`config.mk`:
```
export PLATFORM = sky130hd
export DESIGN_NAME = htenc_ram
export DESIGN_NICKNAME = d
export VERILOG_FILES = /design/src/hw/rtl/htenc_ram.sv
export SDC_FILE = /design/constraint.sdc
export NUM_CORES = 2
export LEC_CHECK = 0
export ABC_AREA = 0
export BUFFER_PORTS_ARGS = -buffer_cell sky130_fd_sc_hd__buf_4
export CAP_MARGIN = 20
export CORE_ASPECT_RATIO = 1.25
export CORE_MARGIN = 8
export CORE_UTILIZATION = 50
export CTS_BUF_LIST = sky130_fd_sc_hd__clkbuf_2
export DETAILED_ROUTE_END_ITERATION = 10
export GPL_ROUTABILITY_DRIVEN = 1
export HOLD_SLACK_MARGIN = 0.06
export PLACE_DENSITY = 0.7
export SYNTH_ARGS = -nofsm -noshare
export SYNTH_HDL_FRONTEND = slang
export SYNTH_SLANG_ARGS = --single-unit
```
`constraint.sdc`:
```
create_clock -name clk -period 3.95 [get_ports clk]
set_clock_uncertainty 0.2 [all_clocks]
set_input_delay 0.395 -clock clk [delete_from_list [all_inputs] [get_ports clk]]
set_output_delay 0.395 -clock clk [all_outputs]
set_load 0.03 [all_outputs]
```
`src/hw/rtl/htenc_ram.sv`:
```
// generic single-port ram with registered read
`timescale 1ns / 1ps

module htenc_ram #(
    parameter int DATA_W = 8,
    parameter int DEPTH  = 256,
    parameter int ADDR_W = (DEPTH > 1) ? $clog2(DEPTH) : 1
) (
    input  logic              clk,
    input  logic              we,
    input  logic              re,
    input  logic [ADDR_W-1:0] addr,
    input  logic [DATA_W-1:0] wdata,
    output logic [DATA_W-1:0] rdata
);

    logic [DATA_W-1:0] mem [DEPTH];
    logic [DATA_W-1:0] rdata_reg;

    // write and registered read
    always_ff @(posedge clk)
    begin
        if (we)
        begin
            mem[addr] <= wdata;
        end
        if (re)
        begin
            rdata_reg <= mem[addr];
        end
    end

    assign rdata = rdata_reg;

endmodule

```
==> flow_summary_export.csv <==
group,metric,value,unit
timing,rsz0062_at_grt,"false",
logic_synthesis,syn_area,78600,um^2
logic_synthesis,synth_largest_area_cell,"edfxtp_1",
floorplan,start_util,50.3,%
logic_synthesis,synth_ff_type,"edfxtp_1",
floorplan,die_y,459,um
logic_synthesis,syn_inst,3547,
timing,finalMaxSlewViolations,0,
logic_synthesis,synth_top_family_by_area,"multiplexers",
logic_synthesis,synthMuxAreaShare,14.7,%
logic_synthesis,avgSynthCellArea,22.2,um^2
logic_synthesis,post-synth-top-count-cell,"edfxtp_1",
timing,max_slew_margin,18.6,%
clocking,cts_tree,"built",
logic_synthesis,synthTopCellsByCount,"edfxtp_1 (2056), mux4_2 (512), a22oi_1 (256)",
routing,routed_wl,187000,um
global_routing,grt_pass1_vias,41700,
clocking,path_clk_slew,0.11,ns
clocking,ctsRootBufferMaster,"clkbuf_2",
floorplan,ios,27,
logic_synthesis,synth_edf_count,2056,
timing,period_minus_slack,3.83,ns
timing,max_freq,261,MHz
clocking,insertion_delay,1.86,ns
floorplan,core-area,156000,um^2
routing,drt_first_pass_iters,6,
floorplan,fp.dieArea,170000,um^2
timing,hold_ws,0.293,ns
routing,vias_per_cell,6.03,
routing,num_vias,40100,
global_routing,track_usage,22.0,%
place,numPortBuffers,26,
clocking,cts_sinks,2056,
worst_setup_path,critPathKind,"in2reg",
timing,setup_violations,0,
worst_setup_path,worstPathMaxFanout,31,
clocking,postCtsSetupBuffers,0,
hold_path,hold_class,"in2reg",
layout,final_util,56.8,%
timing,finalHoldViolations,0,
routing,drcViolationCount,0,
layout,fillCellCount,11500,
place,hpwlAfterDp,114000,um
timing,period_share,96.9,%
worst_setup_path,endpoint_kind,"flop",
layout,syn_to_final_growth,12.8,%
floorplan,rows,162,
floorplan,die_w,371,um
worst_setup_path,required,5.33,ns
power_and_ir_drop,p_per_area,439,nW/um^2
clocking,clockBufferDepth,4,
layout,num-nets-final,4276,
logic_synthesis,ys_warn_count,0,
worst_setup_path,critPathArrivalTime,5.21,ns
routing,wl_per_cell,28.2,um
layout,final_layout_size_suffix_gt1_share,35.9,%
clocking,cts_inserted_buffers,458,
logic_synthesis,synth_fa_ha_area_share,0,%
logic_synthesis,yosys.area.top_type_share,78.6,%
logic_synthesis,yosys.area_share.simple,1.73,%
logic_synthesis,syn-num-nets,3566,
global_routing,grt_first_pass_wirelength,275000,um
place,place_congestion,0.833,
logic_synthesis,async_reset_ff_share,0,%
run_status,outcome,"finished, final reports clean",
logic_synthesis,synthTopCellsByArea,"edfxtp_1 (79%), mux4_2 (15%), a22oi_1 (2.4%)",
timing,worst_slew_pin_slew,1.22,ns
logic_synthesis,synth_xor_area_share,0,%
routing,drtAntennaViolNets,0,
power_and_ir_drop,p_leak,28.4,nW
logic_synthesis,ys_ff_latch,2056,
logic_synthesis,yosysSeqAreaShare,78.6,%
global_routing,antenna_found_initial,6,
global_routing,grt_max_degree,147,
logic_synthesis,netlist-cell-type-count,21,
global_routing,overflow,0,
worst_setup_path,start_kind,"primary input",
job,maxCapViolCount,0,
power_and_ir_drop,ir_drop,229,uV
layout,largest_register_ffs,2048,
logic_synthesis,synth_compound_area_share,3.62,%
clocking,htree_levels,5,
routing,drt_iter0_drc,4674,
==> kinds of logic after synthesis <==
kind of cell    count (synthesis)
compound gates                416
buf+inv                       233
flops                        2056
mux                           512
simple gates                  330
==> through the flow <==
step	setup slack, ns	total power, mW	TNS, ns	std cells	cell area [um^2]
finish	0.122	38.9	0	6651	88600
floorplan	1.14	25.6	0	3547	78600
global placement	-0.150	26.6	-0.492	5776	83800
CTS	0.0735	39.2	0	6646	88600
detailed placement	-0.129	26.6	-0.425	5776	83800
global route	0.0496	40.4	0	6650	88600
==> timing repair <==
item,CTS,global route
gates resized for setup,0,1
hold buffers,73,0
endpoints found under the setup margin,0,17
endpoints found under the hold margin,4112,0
==> layout make-up <==
| cell class | instances | area, um^2 | area share, % |
|---|---|---|---|
| Sequential cell | 2056 | 61700 | 69.7 |
| Timing Repair Buffer | 482 | 4530 | 5.12 |
| Antenna cell | 7 | 17.5 | 0.0198 |
| Multi-Input combinational cell | 1258 | 15800 | 17.8 |
| Clock buffer | 673 | 3370 | 3.80 |
| Tap cell | 2050 | 2560 | 2.89 |
| Clock inverter | 124 | 638 | 0.720 |
| Inverter | 1 | 3.75 | 0.00424 |
==> power breakdown <==
group          total, mW  switching [mW]  internal, mW
registers           24.0          0.0216          24.0
logic               2.16            1.33         0.829
clock network       12.7            7.85          4.86
total               38.9            9.21          29.7
==> metal layers <==
metal  wire [um]  track usage (%)  vias to the layer above  share of wire (%)
met5           0                0                        -                  0
met4        7930             9.65                        0                4.2
met3       14800             4.46                      368                7.9
met2       94300             36.2                     2009                 50
met1       70200             28.6                    20900                 37
li1            -                -                    16800                  -
==> critical path: stages <==
cell and delay, ns:
dlygate4sd3_1 0.51, dlygate4sd3_1 0.58, buf_8 0.40, buf_4 0.44
mux4_2 0.39, a22oi_1 0.16, a21oi_1 0.08, dlygate4sd3_1 0.56
o41ai_1 0.24, dlygate4sd3_1 0.60, buf_4 0.11, dlygate4sd3_1 0.58
nand4_1 0.09
==> cells in the final DEF, fill, tap and decap left out, types with 2 or more instances in the layout <==
| cell type | synthesis | routed |
|---|---|---|
| nor2_1 | 232 | 231 |
| mux4_2 | 512 | 512 |
| clkinv_1 | 0 | 89 |
| inv_2 | 0 | 4 |
| a21oi_1 | 128 | 128 |
| nand2b_1 | 6 | 5 |
| buf_4 | 16 | 358 |
| clkbuf_2 | 0 | 673 |
| nand4_1 | 8 | 8 |
| clkbuf_8 | 0 | 8 |
| nand3_1 | 13 | 13 |
| edfxtp_1 | 2056 | 2056 |
| nor2b_4 | 0 | 2 |
| nand2_1 | 28 | 28 |
| buf_8 | 0 | 2 |
| nor2b_1 | 7 | 5 |
| clkinvlp_4 | 0 | 2 |
| clkinv_2 | 0 | 23 |
| buf_16 | 0 | 8 |
| a22oi_1 | 256 | 255 |
| bufinv_16 | 0 | 5 |
| and2_1 | 3 | 2 |
| o41ai_1 | 32 | 32 |
| buf_12 | 0 | 43 |
| diode_2 | 0 | 7 |
| dlygate4sd3_1 | 0 | 62 |
| nor3_1 | 30 | 30 |
| or2_2 | 2 | 2 |
==> final timing paths <==
kind	from	endpoint	slack, ns	cells after the start
max	addr[1]	rdata[0]	0.12	13
min	addr[3]	mem[168][1]	0.29	7
min reg2reg	mem[50][1]	rdata[1]	0.85	5
max reg2reg	mem[31][0]	rdata[0]	0.16	9
(Power assumes the default switching activity.)
