[src/hw/rtl/htenc_pkg.sv]
// shared types and constants of the huffman table encoder
`timescale 1ns / 1ps

package htenc_pkg;

    // table geometry
    localparam int SYMBOL_COUNT = 256;
    localparam int MAX_CODE_LEN = 32;
    localparam int SYM_AW       = (SYMBOL_COUNT > 1) ? $clog2(SYMBOL_COUNT) : 1;

    // field widths
    localparam int BYTE_W  = 8;
    localparam int SYM_W   = 8;
    localparam int CODE_W  = 32;
    localparam int LEN_W   = 6;
    localparam int MODE_W  = 2;
    localparam int POS_W   = 3;

    // longest code that can be stored
    localparam int LEN_CAP = (MAX_CODE_LEN > CODE_W) ? CODE_W : MAX_CODE_LEN;

    // one table entry: length over code word
    localparam int ENTRY_W = LEN_W + CODE_W;

    // pending byte followed by one full code word
    localparam int ACC_W     = BYTE_W + CODE_W;
    localparam int MAX_BYTES = (BYTE_W - 1 + LEN_CAP) / BYTE_W;
    localparam int CNT_W     = $clog2(MAX_BYTES + 1);

    // item modes
    localparam logic [MODE_W-1:0] MODE_LOAD   = 2'd0;
    localparam logic [MODE_W-1:0] MODE_ENCODE = 2'd1;
    localparam logic [MODE_W-1:0] MODE_FLUSH  = 2'd2;

    // input transaction
    typedef struct packed {
        logic [MODE_W-1:0] mode;
        logic [SYM_W-1:0]  symbol;
        logic [CODE_W-1:0] code_bits;
        logic [LEN_W-1:0]  code_len;
    } item_t;

    // output transaction
    typedef struct packed {
        logic [BYTE_W-1:0] out_byte;
        logic              last;
    } result_t;

    // lookup stage control handed to the packer
    typedef struct packed {
        logic vld;
        logic flush;
        logic hit;
    } lookup_t;

endpackage

[src/hw/rtl/htenc_packer.sv]
// msb-first bit packer and byte emitter
`timescale 1ns / 1ps

module htenc_packer (
    input  logic                           clk,
    input  logic                           rst_n,
    input  htenc_pkg::lookup_t             lookup,
    input  logic [htenc_pkg::ENTRY_W-1:0]  entry,
    output logic                           take,
    output logic                           result_valid,
    input  logic                           result_ready,
    output htenc_pkg::result_t             result
);

    logic [htenc_pkg::BYTE_W-1:0] pending_reg, pending_next;
    logic [htenc_pkg::POS_W-1:0]  pos_reg, pos_next;
    logic [htenc_pkg::ACC_W-1:0]  word_reg, word_next;
    logic [htenc_pkg::CNT_W-1:0]  cnt_reg, cnt_next;

    logic [htenc_pkg::LEN_W-1:0]  n;
    logic [htenc_pkg::CODE_W-1:0] code;
    logic [htenc_pkg::CODE_W:0]   mask_wide;
    logic [htenc_pkg::CODE_W-1:0] code_m;
    logic [6:0]                   shamt;
    logic [htenc_pkg::ACC_W-1:0]  aligned;
    logic [htenc_pkg::ACC_W-1:0]  merged;
    logic [htenc_pkg::LEN_W-1:0]  total;
    logic [htenc_pkg::CNT_W-1:0]  nbytes;
    logic                         out_fire;

    // code bits of the looked-up entry, masked to its length
    always_comb
    begin
        n         = lookup.hit ? entry[htenc_pkg::ENTRY_W-1 -: htenc_pkg::LEN_W] : '0;
        code      = entry[htenc_pkg::CODE_W-1:0];
        mask_wide = ((htenc_pkg::CODE_W+1)'(1) << n) - (htenc_pkg::CODE_W+1)'(1);
        code_m    = code & mask_wide[htenc_pkg::CODE_W-1:0];
    end

    // place the code right below the pending bits
    always_comb
    begin
        shamt   = 7'(htenc_pkg::ACC_W) - 7'(pos_reg) - 7'(n);
        aligned = {{htenc_pkg::BYTE_W{1'b0}}, code_m} << shamt;
        merged  = {pending_reg, {htenc_pkg::CODE_W{1'b0}}} | aligned;
        total   = htenc_pkg::LEN_W'(pos_reg) + n;
    end

    // emitter frees up when it is empty or its last byte leaves now
    assign out_fire = result_valid && result_ready;
    assign take     = (cnt_reg == '0) ||
                      (cnt_reg == htenc_pkg::CNT_W'(1) && result_ready);

    // next packer and emitter state
    always_comb
    begin
        pending_next = pending_reg;
        pos_next     = pos_reg;
        word_next    = word_reg;
        cnt_next     = cnt_reg;
        nbytes       = total[htenc_pkg::LEN_W-1:htenc_pkg::POS_W];
        if (out_fire)
        begin
            word_next = word_reg << htenc_pkg::BYTE_W;
            cnt_next  = cnt_reg - htenc_pkg::CNT_W'(1);
        end
        if (lookup.vld && take)
        begin
            if (lookup.flush)
            begin
                word_next    = {pending_reg, {htenc_pkg::CODE_W{1'b0}}};
                cnt_next     = (pos_reg != '0) ? htenc_pkg::CNT_W'(1) : '0;
                pending_next = '0;
                pos_next     = '0;
            end
            else
            begin
                word_next    = merged;
                cnt_next     = nbytes;
                pending_next = merged[htenc_pkg::ACC_W-1-htenc_pkg::BYTE_W*nbytes -:
                                      htenc_pkg::BYTE_W];
                pos_next     = total[htenc_pkg::POS_W-1:0];
            end
        end
    end

    // control state
    always_ff @(posedge clk or negedge rst_n)
    begin
        if (!rst_n)
        begin
            pending_reg <= '0;
            pos_reg     <= '0;
            cnt_reg     <= '0;
        end
        else
        begin
            pending_reg <= pending_next;
            pos_reg     <= pos_next;
            cnt_reg     <= cnt_next;
        end
    end

    // byte shift register
    always_ff @(posedge clk)
    begin
        word_reg <= word_next;
    end

    // output transaction
    assign result_valid    = (cnt_reg != '0);
    assign result.out_byte = word_reg[htenc_pkg::ACC_W-1 -: htenc_pkg::BYTE_W];
    assign result.last     = (cnt_reg == htenc_pkg::CNT_W'(1));

`ifndef ASSERT_OFF
    // never more bytes queued than one item can cause
    a_cnt_bound: assert property (@(posedge clk) disable iff (!rst_n)
        cnt_reg <= htenc_pkg::CNT_W'(htenc_pkg::MAX_BYTES))
        else $error("emitter byte count out of range");

    // a flush leaves no pending bits
    a_flush_clears: assert property (@(posedge clk) disable iff (!rst_n)
        (lookup.vld && lookup.flush && take) |=> (pos_reg == '0 && pending_reg == '0))
        else $error("pending bits left after flush");

    // a waiting byte holds until it is taken
    a_result_hold: assert property (@(posedge clk) disable iff (!rst_n)
        (result_valid && !result_ready) |=> (result_valid && $stable(result)))
        else $error("output transaction changed while waiting");
`endif

endmodule

[config.mk]
export PLATFORM = sky130hd
export DESIGN_NAME = htenc_packer
export DESIGN_NICKNAME = d
export VERILOG_FILES = /design/src/hw/rtl/htenc_pkg.sv /design/src/hw/rtl/htenc_packer.sv
export SDC_FILE = /design/constraint.sdc
export NUM_CORES = 1
export LEC_CHECK = 0
export BUFFER_PORTS_ARGS = -buffer_cell sky130_fd_sc_hd__buf_2
export CAP_MARGIN = 5
export CORE_MARGIN = 8
export CORE_UTILIZATION = 60
export CTS_BUF_LIST = sky130_fd_sc_hd__clkbuf_4 sky130_fd_sc_hd__clkbuf_8
export CTS_CLUSTER_DIAMETER = 30
export DETAILED_ROUTE_END_ITERATION = 7
export GPL_ROUTABILITY_DRIVEN = 0
export PLACE_DENSITY = 0.8
export SKIP_LAST_GASP = 1
export SLEW_MARGIN = 30
export SYNTH_ARGS = -nofsm -noshare
export SYNTH_HDL_FRONTEND = slang
export SYNTH_SLANG_ARGS = --single-unit
export TNS_END_PERCENT = 5
[constraint.sdc]
create_clock -name clk -period 4.34 [get_ports clk]
set_input_delay 0.217 -clock clk [delete_from_list [all_inputs] [get_ports clk]]
set_output_delay 0.217 -clock clk [all_outputs]
set_load 0.02 [all_outputs]
==> summary.txt, run 1 <==
Yosys
  – Cell Area, Synth: 0.00729 sq mm
  – Async SR Flop Fraction: 0.259
  – Mean Syn Cell Area: 7.50 sq um
  – Seq/Total Area, Yosys: 0.213
  – Seq cells post-synth: 54
  – Post-synth EDFFs: 40
  – Syn Nets: 1032
  – Largest area contributor in the netlist: edfxtp_1
  – Count leader, synth: nand2_1
  – Synth cell count leaders: nand2_1 (105), nor2_1 (76), o21ai_0 (63), clkbuf_1 (61), a21oi_1 (52)
  – Mapped Cells: 972
  – Synth Flop Type: edfxtp_1
  – Area share of the largest cell type after synthesis: 0.165
  – Yosys cell types: 89
  – Synth Warn #: 0
  – Synth top area cells: edfxtp_1 (16%), nand2_1 (5.4%), dfrtp_1 (4.8%)

STA
  – RSZ-0062 raised after global routing: no
  – Least-Margin Pin Slew: 841 ps
  – Final max-slew violation count: 0
  – Fmax: 0.256 GHz
  – Rel. slew slack: 0.432
  – Final setup fails: 0
  – Setup TNS after final layout: 0 ps
  – Hold Vio Cnt, Final: 0
  – Final period util: 0.899
  – Clock period minus worst slack: 3900 ps
  – Min Hold Slack: 253 ps
  – Clock skew: 11.5 ps

CTS
  – Root buf cell: clkbuf_8
  – Clock sink count: 54
  – Clock latency on the worst-skew pair: 320 ps
  – Hold_buf cts: 1
  – TritonCTS clock tree: yes
  – TritonCTS buffer count: 5
  – Clock-pin slew of the registers on the worst-case setup and hold paths: 110 ps
  – Longest Clk Path Bufs: 2
  – Setup bufs post-CTS: 0
  – Cts repair resizes: 0
  – H-Tree Depth: 2

Place
  – Placed Cells: 1137
  – Post-DP HPWL: 20.0 mm
  – Placed Area: 0.00778 sq mm
  – Port bufs: 54

Global routing
  – Antenna violations before repair: 0
  – Largest net degree at the start of global routing: 51
  – Vias in the first global route: 7886
  – First-pass GRT wire length: 41.8 mm
  – Total grt overflow: 0
  – Global Route Usage Sum: 0.320

Setup path
  – CP arrival: 4080 ps
  – CP Class: reg2reg
  – CP required: 4520 ps
  – CP Capture Type: flip-flop
  – CP startpoint kind: flip-flop
  – Critical path startpoint: pos_reg[0]
  – Crit-path max FO: 23
  – Worst path max stage delay: 480 ps
  – Most common cell on crit path: ha_1
  – CP Cell Sequence: inv_1 > ha_1 > ha_1 > clkinv_1 > buf_4 > nor4_1 > o211a_1 > nor2_1 > a31oi_1 > o22ai_1 > o211ai_1 > a41oi_1 > o21ai_1
  – Slowest cell on crit path: nor4_1
  – Reg-to-Reg Start: pos_reg[0]

Detailed routing
  – Drt first-iter violations: 1918
  – DR vias: 8636
  – DR pass1 iterations: 6
  – Total wire length: 26.1 mm
  – Antenna-violating nets left: 0
  – Via/cell ratio: 7.54
  – Wirelength per Cell: 22.8 um
  – Drc violations: 0

Cells and area
  – Post-route cell area: 0.00789 sq mm
  – Largest register FFs: 40
  – Antenna Cells: 0
  – Share of cells above drive strength 1: 0.157
  – Post-layout util: 0.662
  – Non-Filler Instances: 1146
  – Area Growth Syn to Fin: 8.23%
  – NumNets Final: 1058

Floorplanning
  – Die H: 126 um
  – DIE WIDTH: 126 um
  – Starting Density: 0.612
  – Cell row count: 40
  – Die area: 0.0159 sq mm
  – IO Count: 55
  – Core Area: 0.0119 sq mm

Min path
  – Hold Path Class: in2reg
  – Hold_sp: lookup[1]

Run status
  – Status: completed

Power and ir drop
  – Power density over the cells: 679 mW/mm^2
  – Pleak: 3.09 nW
  – VDD IR max: 374 uV

Flow run
  – Max Cap Viol: 0
[power breakdown]
part,internal [mW],switching (mW),total [mW],leakage [nW]
sequential,0.739,0.0625,0.801,0.586
clock,0.114,0.175,0.289,0.0422
combinational,1.46,2.80,4.26,2.46
total,2.32,3.04,5.35,3.09
[stage by stage]
step	worst slack (ps)	power, mW
after detailed placement	262	4.82
after global placement	424	4.78
after global routing	287	5.62
after floorplan	240	3.63
after CTS	601	5.12
final	439	5.35
[logic make-up (layout without fill, tap and decap cells)]
family,Yosys count,in the layout,synth area share
xor gates and xnor gates,17,17,0.0204
and+or+nand+nor,399,399,0.283
adders and majority gates,16,16,0.0306
DFF,54,54,0.213
muxes,34,34,0.0544
AOI/OAI and AO/OA,343,343,0.335
buffers and inverters,109,136,0.0641
[layout by cell type, fill, tap and decap left out, types with 11 or more instances in the layout]
cell type and n:
a21oi_1 52, buf_2 54, dfrtp_1 14, or3_1 12, buf_4 43, nand3_1 46
a31oi_1 23, o211a_1 14, nand2_1 105, nor2_1 76, o22ai_1 11, and3_1 11
o21ai_0 62, nand2b_1 13, nand4_1 13, mux2i_1 19, ha_1 13, o211ai_1 22
nor3_1 38, o31ai_1 15, inv_1 24, nor2b_1 14, edfxtp_1 40, a22o_1 14
[critical path, delay by kind of cell, from the launching register on]
kind / cells / cell delay (ps)
flops: 1 / 400
fa+ha+maj: 2 / 610
buf+inv: 3 / 520
compound gates: 6 / 1680
simple gates: 2 / 540
[path summary, 6_finish.rpt]
kind,depth (start not counted),endpoint,slack [ps]
min reg2reg,2,pending_reg[4],510
max reg2reg,13,word_reg[36],440
min in group asynchronous,2,pending_reg[5],340
max in group asynchronous,2,pending_reg[1],3710
max,13,word_reg[36],440
min,2,pos_reg[0],250
[area by class of cell]
class	instances	area [sq um]
multi-input combinational	809	5310
fill	1049	4030
sequential	54	1550
timing repair buffer	100	643
tap	147	184
inverter	28	105
clock buffer	5	68.8
clock inverter	3	20.0
[per-layer routing]
metal | vias up | track usage | routed length, um
met3 | 161 | 0.0958 | 3790
li1 | 3808 | - | -
met2 | 764 | 0.486 | 11000
met5 | - | 0 | 0
met4 | 0 | 0.155 | 1470
met1 | 3903 | 0.406 | 9770
(Power assumes the default switching activity.)
==> run 2: changes to the inputs <==
--- a/config.mk
+++ b/config.mk
@@ -13,7 +13,7 @@
 export CTS_CLUSTER_DIAMETER = 30
 export DETAILED_ROUTE_END_ITERATION = 7
 export GPL_ROUTABILITY_DRIVEN = 0
-export PLACE_DENSITY = 0.8
+export PLACE_DENSITY = 0.89
 export SKIP_LAST_GASP = 1
 export SLEW_MARGIN = 30
 export SYNTH_ARGS = -nofsm -noshare
==> constraint.sdc (replaced) <==
create_clock -name clk -period 4.34 [get_ports clk]
set_input_delay 1.302 -clock clk [delete_from_list [all_inputs] [get_ports clk]]
set_output_delay 1.302 -clock clk [all_outputs]
set_load 0.02 [all_outputs]
==> run 2 against run 1 <==
Against the previous run:
- the flow now stops in global routing (5_1_grt)
- area after synthesis is the same
- synthesized cell count is the same
==> summary.txt, run 2 <==
Floorplanning
  – IO Count: 55 (unchanged)
  – DIE WIDTH: 126 um (unchanged)
  – Starting Density: 0.612 (unchanged)
  – Die H: 126 um (unchanged)
  – Cell row count: 40 (unchanged)

CTS
  – H-Tree Depth: 2 (unchanged)
  – Longest Clk Path Bufs: 2 (unchanged)
  – TritonCTS buffer count: 5 (unchanged)
  – Hold_buf cts: 0 (-1)
  – Root buf cell: clkbuf_8
  – Clock sink count: 54 (unchanged)

Yosys
  – Yosys cell types: 89 (unchanged)
  – Seq cells post-synth: 54 (unchanged)
  – Largest area contributor in the netlist: edfxtp_1
  – Synth Flop Type: edfxtp_1
  – Count leader, synth: nand2_1
  – Cell Area, Synth: 0.00729 sq mm (unchanged)
  – Seq/Total Area, Yosys: 0.213 (unchanged)
  – Syn Nets: 1032 (unchanged)
  – Synth top area cells: edfxtp_1 (16%), nand2_1 (5.4%), dfrtp_1 (4.8%)
  – Synth cell count leaders: nand2_1 (105), nor2_1 (76), o21ai_0 (63), clkbuf_1 (61), a21oi_1 (52)
  – Synth Warn #: 0 (unchanged)
  – Area share of the largest cell type after synthesis: 0.165 (unchanged)
  – Mapped Cells: 972 (unchanged)
  – Post-synth EDFFs: 40 (unchanged)
  – Async SR Flop Fraction: 0.259 (unchanged)
  – Mean Syn Cell Area: 7.50 sq um (unchanged)

Place
  – Setup WS pre-CTS: -619 ps (-880 ps)
  – Port bufs: 54 (unchanged)
  – Post-DP HPWL: 28.6 mm (+43%)

Run status
  – Error msg: [ERROR GRT-0116] Global routing finished with congestion. Check the congestion regions in the DRC Viewer.
  – Failing step: global routing (5_1_grt)
  – Status: aborted with a tool error

Global routing
  – Total grt overflow: 6
  – First-pass GRT wire length: 74.7 mm
  – Largest net degree at the start of global routing: 49
  – Global Route Usage Sum: 0.608
  – Vias in the first global route: 12500
## run 2: cell counts after synthesis
Identical to the previous run, type by type.
## run 2: logic make-up after synthesis
kind of cell	count (synthesis)	synth area share
buffers and inverters	109	0.0641
AO/OA/AOI/OAI	343	0.335
multiplexers	34	0.0544
AND/OR/NAND/NOR	399	0.283
adder cells (fa/ha/maj)	16	0.0306
flip-flops	54	0.213
XOR/XNOR	17	0.0204
## run 2: what timing repair did
item                                    CTS
buffers inserted                          5
cloned                                    0
hold endpoints to repair                  0
endpoints found under the setup margin   26
gates resized for setup                  11
pin swaps                                 8
## run 2: per-stage QoR
step	instances	cell area (sq um)	TNS [ps]	hold WS (ps)	util
after detailed placement	1415	9940	-15190	515	0.834
after floorplan	972	7410	-4700	450	-
after global placement	1415	9940	-6840	470	0.834
after CTS	1428	10100	-2280	545	0.852
## run 2: metal layers
| layer | GRT overflow | global-route usage |
|---|---|---|
| met4 | 3 | 0.551 |
| met2 | 3 | 0.730 |
| met3 | 0 | 0.529 |
| met1 | 0 | 0.610 |
| met5 | 0 | 0.202 |
==> run 3: changes to the inputs <==
--- a/config.mk
+++ b/config.mk
@@ -8,12 +8,10 @@
 export BUFFER_PORTS_ARGS = -buffer_cell sky130_fd_sc_hd__buf_2
 export CAP_MARGIN = 5
 export CORE_MARGIN = 8
-export CORE_UTILIZATION = 60
-export CTS_BUF_LIST = sky130_fd_sc_hd__clkbuf_4 sky130_fd_sc_hd__clkbuf_8
-export CTS_CLUSTER_DIAMETER = 30
+export CORE_UTILIZATION = 40
 export DETAILED_ROUTE_END_ITERATION = 7
 export GPL_ROUTABILITY_DRIVEN = 0
-export PLACE_DENSITY = 0.89
+export PLACE_DENSITY_LB_ADDON = 0.15
 export SKIP_LAST_GASP = 1
 export SLEW_MARGIN = 30
 export SYNTH_ARGS = -nofsm -noshare
==> run 3 against run 2 <==
Against the previous run:
- the flow now finishes, with violations (negative setup slack)
==> summary.txt, run 3 (synthesis gave the netlist of run 1 again) <==
Run status
  – Status: complete, but fails checks
  – Failing checks: negative setup slack

Global routing
  – Vias in the first global route: 9221
  – First-pass GRT wire length: 49.7 mm
  – Total grt overflow: 0
  – Antenna violations before repair: 1
  – Largest net degree at the start of global routing: 49
  – Global Route Usage Sum: 0.276

CTS
  – Hold_buf cts: 0 (unchanged)
  – Clock sink count: 54 (unchanged)
  – Clock-pin slew of the registers on the worst-case setup and hold paths: 70 ps
  – Longest Clk Path Bufs: 2 (unchanged)
  – Root buf cell: clkbuf_16
  – H-Tree Depth: 2 (unchanged)
  – TritonCTS clock tree: yes
  – TritonCTS buffer count: 5 (unchanged)
  – Clock latency on the worst-skew pair: 290 ps

Setup path
  – Cell family with most CP delay: compound AO/OA/AOI/OAI gates
  – Most common cell on crit path: a221oi_1
  – Reg-to-Reg Start: pos_reg[0]
  – CP required: 4490 ps
  – CP startpoint kind: input pin
  – CP Capture Type: flip-flop
  – CP arrival: 4600 ps
  – Reg2reg end: word_reg[39]
  – R2r setup slk: 750 ps
  – CP Class: in2reg
  – Worst path bufs/invs: 3
  – Worst path max stage delay: 560 ps
  – Worst r2r path cells: 13
  – Slowest cell on crit path: or4_4
  – CP Cell Sequence: buf_2 > or4_4 > nor2_4 > nor2_2 > ha_4 > inv_4 > buf_4 > a221oi_1 > xnor2_1 > a32o_2 > a2bb2oi_1 > a221oi_1 > a221o_1 > o221a_2 > or3_1 > a21oi_1
  – Crit-path max FO: 5

Floorplanning
  – Die area: 0.0228 sq mm
  – Cell row count: 49 (+23%)
  – Die H: 151 um (+20%)
  – DIE WIDTH: 151 um (+20%)
  – IO Count: 55 (unchanged)
  – Core Area: 0.0179 sq mm
  – Starting Density: 0.407 (-0.205)

Detailed routing
  – Antenna-violating nets left: 0
  – DR vias: 9543
  – Drt first-iter violations: 865
  – Total wire length: 31.8 mm
  – Drc violations: 0
  – DR pass1 iterations: 6
  – Via/cell ratio: 6.21
  – Wirelength per Cell: 20.7 um

Min path
  – Hold Path Class: reg2reg
  – Hold_sp: pending_reg[4]
  – Hold Path Stages: 2
  – Worst Hold Path EP: pending_reg[4]

STA
  – Hold Vio Cnt, Final: 0
  – Final max-slew violation count: 0
  – Clock period minus worst slack: 4450 ps
  – RSZ-0062 raised after global routing: yes
  – Post-layout worst setup margin: -110 ps
  – Least-Margin Pin Slew: 573 ps
  – Rel. slew slack: 0.613
  – Final setup fails: 15
  – Fmax: 0.225 GHz
  – Clock skew: 11.1 ps
  – Final period util: 1.03

Cells and area
  – Area Growth Syn to Fin: 45.2%
  – Most common cell after layout, fill and taps aside: buf_4
  – Antenna Cells: 0
  – NumNets Final: 1367
  – Most frequent cells in the layout: buf_4 (348), nand2_1 (105), nor2_1 (74)
  – Largest register FFs: 40
  – Share of cells above drive strength 1: 0.385

Power and ir drop
  – Total power draw: 6.98 mW
  – VDD IR max: 330 uV
  – Pleak: 4.66 nW
  – Power density over the cells: 660 mW/mm^2

Place
  – Port bufs: 54 (unchanged)
  – Setup WS pre-CTS: -513 ps (+105 ps)
  – Post-DP HPWL: 26.2 mm (-8.4%)

Flow run
  – Max Cap Viol: 0
run 3: final cells by class:
class,instances,area (sq um)
clock buffer,6,129
fill,1647,7320
sequential,54,1550
tap,229,287
multi-input combinational,809,5510
clock inverter,2,13.8
inverter,28,109
timing repair buffer,409,2980
run 3: worst max-delay path by stage:
| stage | start | to | slack (ps) | cells after the start |
|---|---|---|---|---|
| floorplan | entry[37] | word_reg[27] | -310 | 15 |
| global placement | entry[34] | word_reg[33] | -450 | 13 |
| detailed placement | entry[33] | word_reg[34] | -510 | 18 |
| CTS | entry[37] | pending_reg[3] | -100 | 16 |
| global route | entry[35] | word_reg[39] | -200 | 16 |
| finish | entry[35] | word_reg[39] | -110 | 16 |
run 3: what timing repair did:
| action | 4_1_cts | 5_1_grt |
|---|---|---|
| resized for setup | 14 | 20 |
| setup buffers | 4 | 7 |
| setup endpoints to repair | 15 | 33 |
| pin swaps | 8 | 14 |
run 3: through the flow:
step,hold WS [ps],utilization,setup TNS (ps),cell area (sq um),instances
final,505,0.591,-884,10600,1537
after floorplan,450,-,-4700,7410,972
after global routing,541,0.591,-3420,10600,1537
after detailed placement,477,0.570,-10100,10200,1518
after CTS,500,0.583,-803,10400,1530
after global placement,486,0.570,-8290,10200,1518
run 3: per-layer routing:
layer,wire (um),global-route usage
met1,13100,0.351
met2,14600,0.453
met3,2800,0.0448
met4,1320,0.117
met5,13,0
run 3: worst register-to-register path, stage by stage (launching register included):
cell	delay (ps)
dfrtp_1	390
inv_1	90
ha_1	210
ha_2	190
fa_2	410
xor2_2	250
buf_4	330
a21oi_1	90
a2bb2oi_1	220
a221oi_1	150
a221o_1	310
o221a_2	290
or3_1	380
a21oi_1	140
run 3: power breakdown:
group          switching [mW]  internal [mW]
Sequential             0.0639          0.740
Clock                   0.182          0.216
Combinational            3.18           2.61
==> run 4: changes to the inputs <==
--- a/config.mk
+++ b/config.mk
@@ -7,11 +7,10 @@
 export LEC_CHECK = 0
 export BUFFER_PORTS_ARGS = -buffer_cell sky130_fd_sc_hd__buf_2
 export CAP_MARGIN = 5
-export CORE_MARGIN = 8
 export CORE_UTILIZATION = 40
 export DETAILED_ROUTE_END_ITERATION = 7
 export GPL_ROUTABILITY_DRIVEN = 0
-export PLACE_DENSITY_LB_ADDON = 0.15
+export PLACE_DENSITY = 0.64
 export SKIP_LAST_GASP = 1
 export SLEW_MARGIN = 30
 export SYNTH_ARGS = -nofsm -noshare
==> run 4 against run 3 <==
Against the previous run:
- highest routed layer is now met4
- critical path depth is the same
- critical path type unchanged
- the run still ends with negative setup slack left
- clock skew shrank 5.4 ps
- clock power grew 1%
- flip-flop and latch count is the same
- core utilization grew 0.054 points
- via count shrank 0.36%
- routed wire length shrank 0.88%
- sequential power grew 0.7%
- setup slack lost 29 ps
- worst hold slack gained 21 ps
==> summary.txt, run 4 (synthesis gave the netlist of run 1 again) <==
STA
  – Least-Margin Pin Slew: 759 ps (+186 ps)
  – Post-layout worst setup margin: -139 ps (-29.1 ps)
  – Final max-slew violation count: 0 (unchanged)
  – Final period util: 1.03 (+0.00671)
  – Rel. slew slack: 0.493 (-0.120)
  – Hold Vio Cnt, Final: 0 (unchanged)
  – Final setup fails: 12 (-3)
  – Fmax: 0.223 GHz (-0.65%)
  – Clock skew: 5.72 ps (-5.39 ps)
  – RSZ-0062 raised after global routing: yes
  – Clock period minus worst slack: 4480 ps (+29.1 ps)

Floorplanning
  – Cell row count: 48 (-2.0%)
  – Die area: 0.0188 sq mm (-18%)
  – Die H: 137 um (-9.3%)
  – Core Area: 0.0175 sq mm (-2.0%)
  – IO Count: 55 (unchanged)
  – DIE WIDTH: 137 um (-9.3%)
  – Starting Density: 0.415 (+0.00848)

CTS
  – H-Tree Depth: 2 (unchanged)
  – Clock-pin slew of the registers on the worst-case setup and hold paths: 70 ps (about the same)
  – Clock sink count: 54 (unchanged)
  – Clock latency on the worst-skew pair: 300 ps (about the same)
  – Root buf cell: clkbuf_16
  – TritonCTS clock tree: yes
  – Hold_buf cts: 0 (unchanged)
  – TritonCTS buffer count: 5 (unchanged)
  – Longest Clk Path Bufs: 2 (unchanged)

Setup path
  – CP Cell Sequence: buf_2 > buf_6 > or2_2 > nor2_4 > nor2_1 > ha_2 > inv_4 > a31oi_4 > nand4_1 > buf_4 > o21ai_4 > nand2_2 > a32o_2 > mux4_2 > mux2_4 > a221o_1
  – CP Capture Type: flip-flop
  – CP startpoint kind: input pin
  – Worst path bufs/invs: 4 (+1)
  – CP Class: in2reg
  – Worst path max stage delay: 510 ps (-50 ps)
  – Worst r2r path cells: 16 (+3)
  – CP required: 4390 ps (-100 ps)
  – CP arrival: 4530 ps (-70 ps)
  – CP Depth: 16 (unchanged)
  – Crit-path max FO: 10 (+5)
  – Slowest cell on crit path: mux4_2
  – Cell family with most CP delay: compound AO/OA/AOI/OAI gates

Power and ir drop
  – NetSw: 3.52 mW (+2.9%)
  – Power density over the cells: 673 mW/mm^2 (+2.0%)
  – Power share of the sequential group: 0.116 (about the same)
  – VDD IR max: 392 uV (+19%)
  – Total power draw: 6.98 mW (about the same)
  – Sw frac: 0.504 (+0.0144)
  – Internal: 3.46 mW (-2.9%)
  – Power share of the clock group: 0.057 (about the same)
  – Pleak: 4.45 nW (-4.7%)
  – Comb power frac: 0.827 (about the same)

Flow run
  – Max Cap Viol: 0 (unchanged)

Place
  – Setup WS pre-CTS: -506 ps (+6.69 ps)
  – Port bufs: 54 (unchanged)
  – Post-DP HPWL: 24.8 mm (-5.2%)

Detailed routing
  – Antenna-violating nets left: 0 (unchanged)
  – Total wire length: 31.6 mm (-0.88%)
  – Wirelength per Cell: 21.3 um (+2.9%)
  – DR pass1 iterations: 6 (unchanged)
  – Drt first-iter violations: 1110 (+28%)
  – Via/cell ratio: 6.42 (+3.4%)
  – Drc violations: 0 (unchanged)
  – DR vias: 9509 (-0.36%)

Cells and area
  – Largest register FFs: 40 (unchanged)
  – Antenna Cells: 0 (unchanged)
  – Most frequent cells in the layout: buf_4 (292), nand2_1 (104), nor2_1 (73)
  – NumNets Final: 1315 (-3.8%)
  – Area Growth Syn to Fin: 42.4%
  – Share of cells above drive strength 1: 0.369 (-0.0151)
  – Most common cell after layout, fill and taps aside: buf_4

Min path
  – Hold Path Class: reg2reg
  – Hold Path Stages: 2 (unchanged)

Global routing
  – Vias in the first global route: 8914 (-3.3%)
  – Global Route Usage Sum: 0.340 (+0.0644)
  – Gr busiest metal: met2
  – Met3 Use GR: 0.0426 (-0.00222)
  – Total grt overflow: 0 (unchanged)
  – Met2 Track Usage GR: 0.552 (+0.0985)
  – First-pass GRT wire length: 49.1 mm (-1.2%)
  – Antenna violations before repair: 0 (-1)
  – Largest net degree at the start of global routing: 49 (unchanged)
  – Met1 Use GR: 0.450 (+0.0985)

Run status
  – Failing checks: negative setup slack
  – Status: complete, but fails checks
run 4: cell types whose count changed in the layout (fill, tap and decap cells not counted), sizes merged:
cell / previous run / this run
buf: 409 / 357
clkbuf: 6 / 5
clkinvlp: 0 / 1
run 4: tightest hold or removal path, cell delays in order, from the launching register on:
cell	delay (ps)
edfxtp_1	320
nand2_1	40
o21ai_0	60
run 4: stage by stage:
step | hold WS [ps] | std cells | instance area, sq um | TNS [ps] | utilization
finish | 526 | 1481 | 10400 | -698 | 0.592
CTS | 514 | 1472 | 10100 | -844 | 0.573
global route | 557 | 1481 | 10400 | -3880 | 0.592
global placement | 465 | 1461 | 9830 | -10810 | 0.561
floorplan | 450 | 972 | 7410 | -4700 | -
detailed placement | 470 | 1461 | 9830 | -12860 | 0.561
run 4: layout make-up:
class / count / area [sq um]
clock buffer: 5 / 125
clock inverter: 3 / 20.0
fill: 1594 / 7160
inverter: 28 / 109
multi-input combinational: 809 / 5650
sequential: 54 / 1550
tap: 225 / 282
timing repair buffer: 357 / 2640
run 4: power by group through the flow:
stage / Clock [mW] / Combinational, mW / Sequential [mW]
CTS: 0.403 / 5.34 / 0.812
finish: 0.401 / 5.77 / 0.810
global placement: 0 / 5.23 / 0.813
floorplan: 0 / 2.89 / 0.793
global route: 0.425 / 6.10 / 0.828
detailed placement: 0 / 5.28 / 0.822
run 4: repair_timing:
item / in CTS / in global routing
pin swaps: 7 / 20
buffers inserted: 3 / 9
resized for setup: 13 / 45
endpoints found under the setup margin: 17 / 45
run 4: final timing paths:
| check | slack (ps) | to | startpoint |
|---|---|---|---|
| max in group asynchronous | 3110 | pending_reg[1] | rst_n |
| setup / recovery | -140 | word_reg[27] | entry[33] |
| hold reg to reg | 530 | word_reg[34] | word_reg[26] |
| setup reg to reg | 750 | word_reg[37] | pos_reg[0] |
| hold / removal | 530 | word_reg[34] | word_reg[26] |
| min in group asynchronous | 930 | pending_reg[4] | rst_n |
run 4: routing by layer:
layer,vias to the layer above,share of wire
met5,-,0
met4,0,0.043
met3,108,0.096
met2,629,0.46
met1,4449,0.40
li1,4323,-
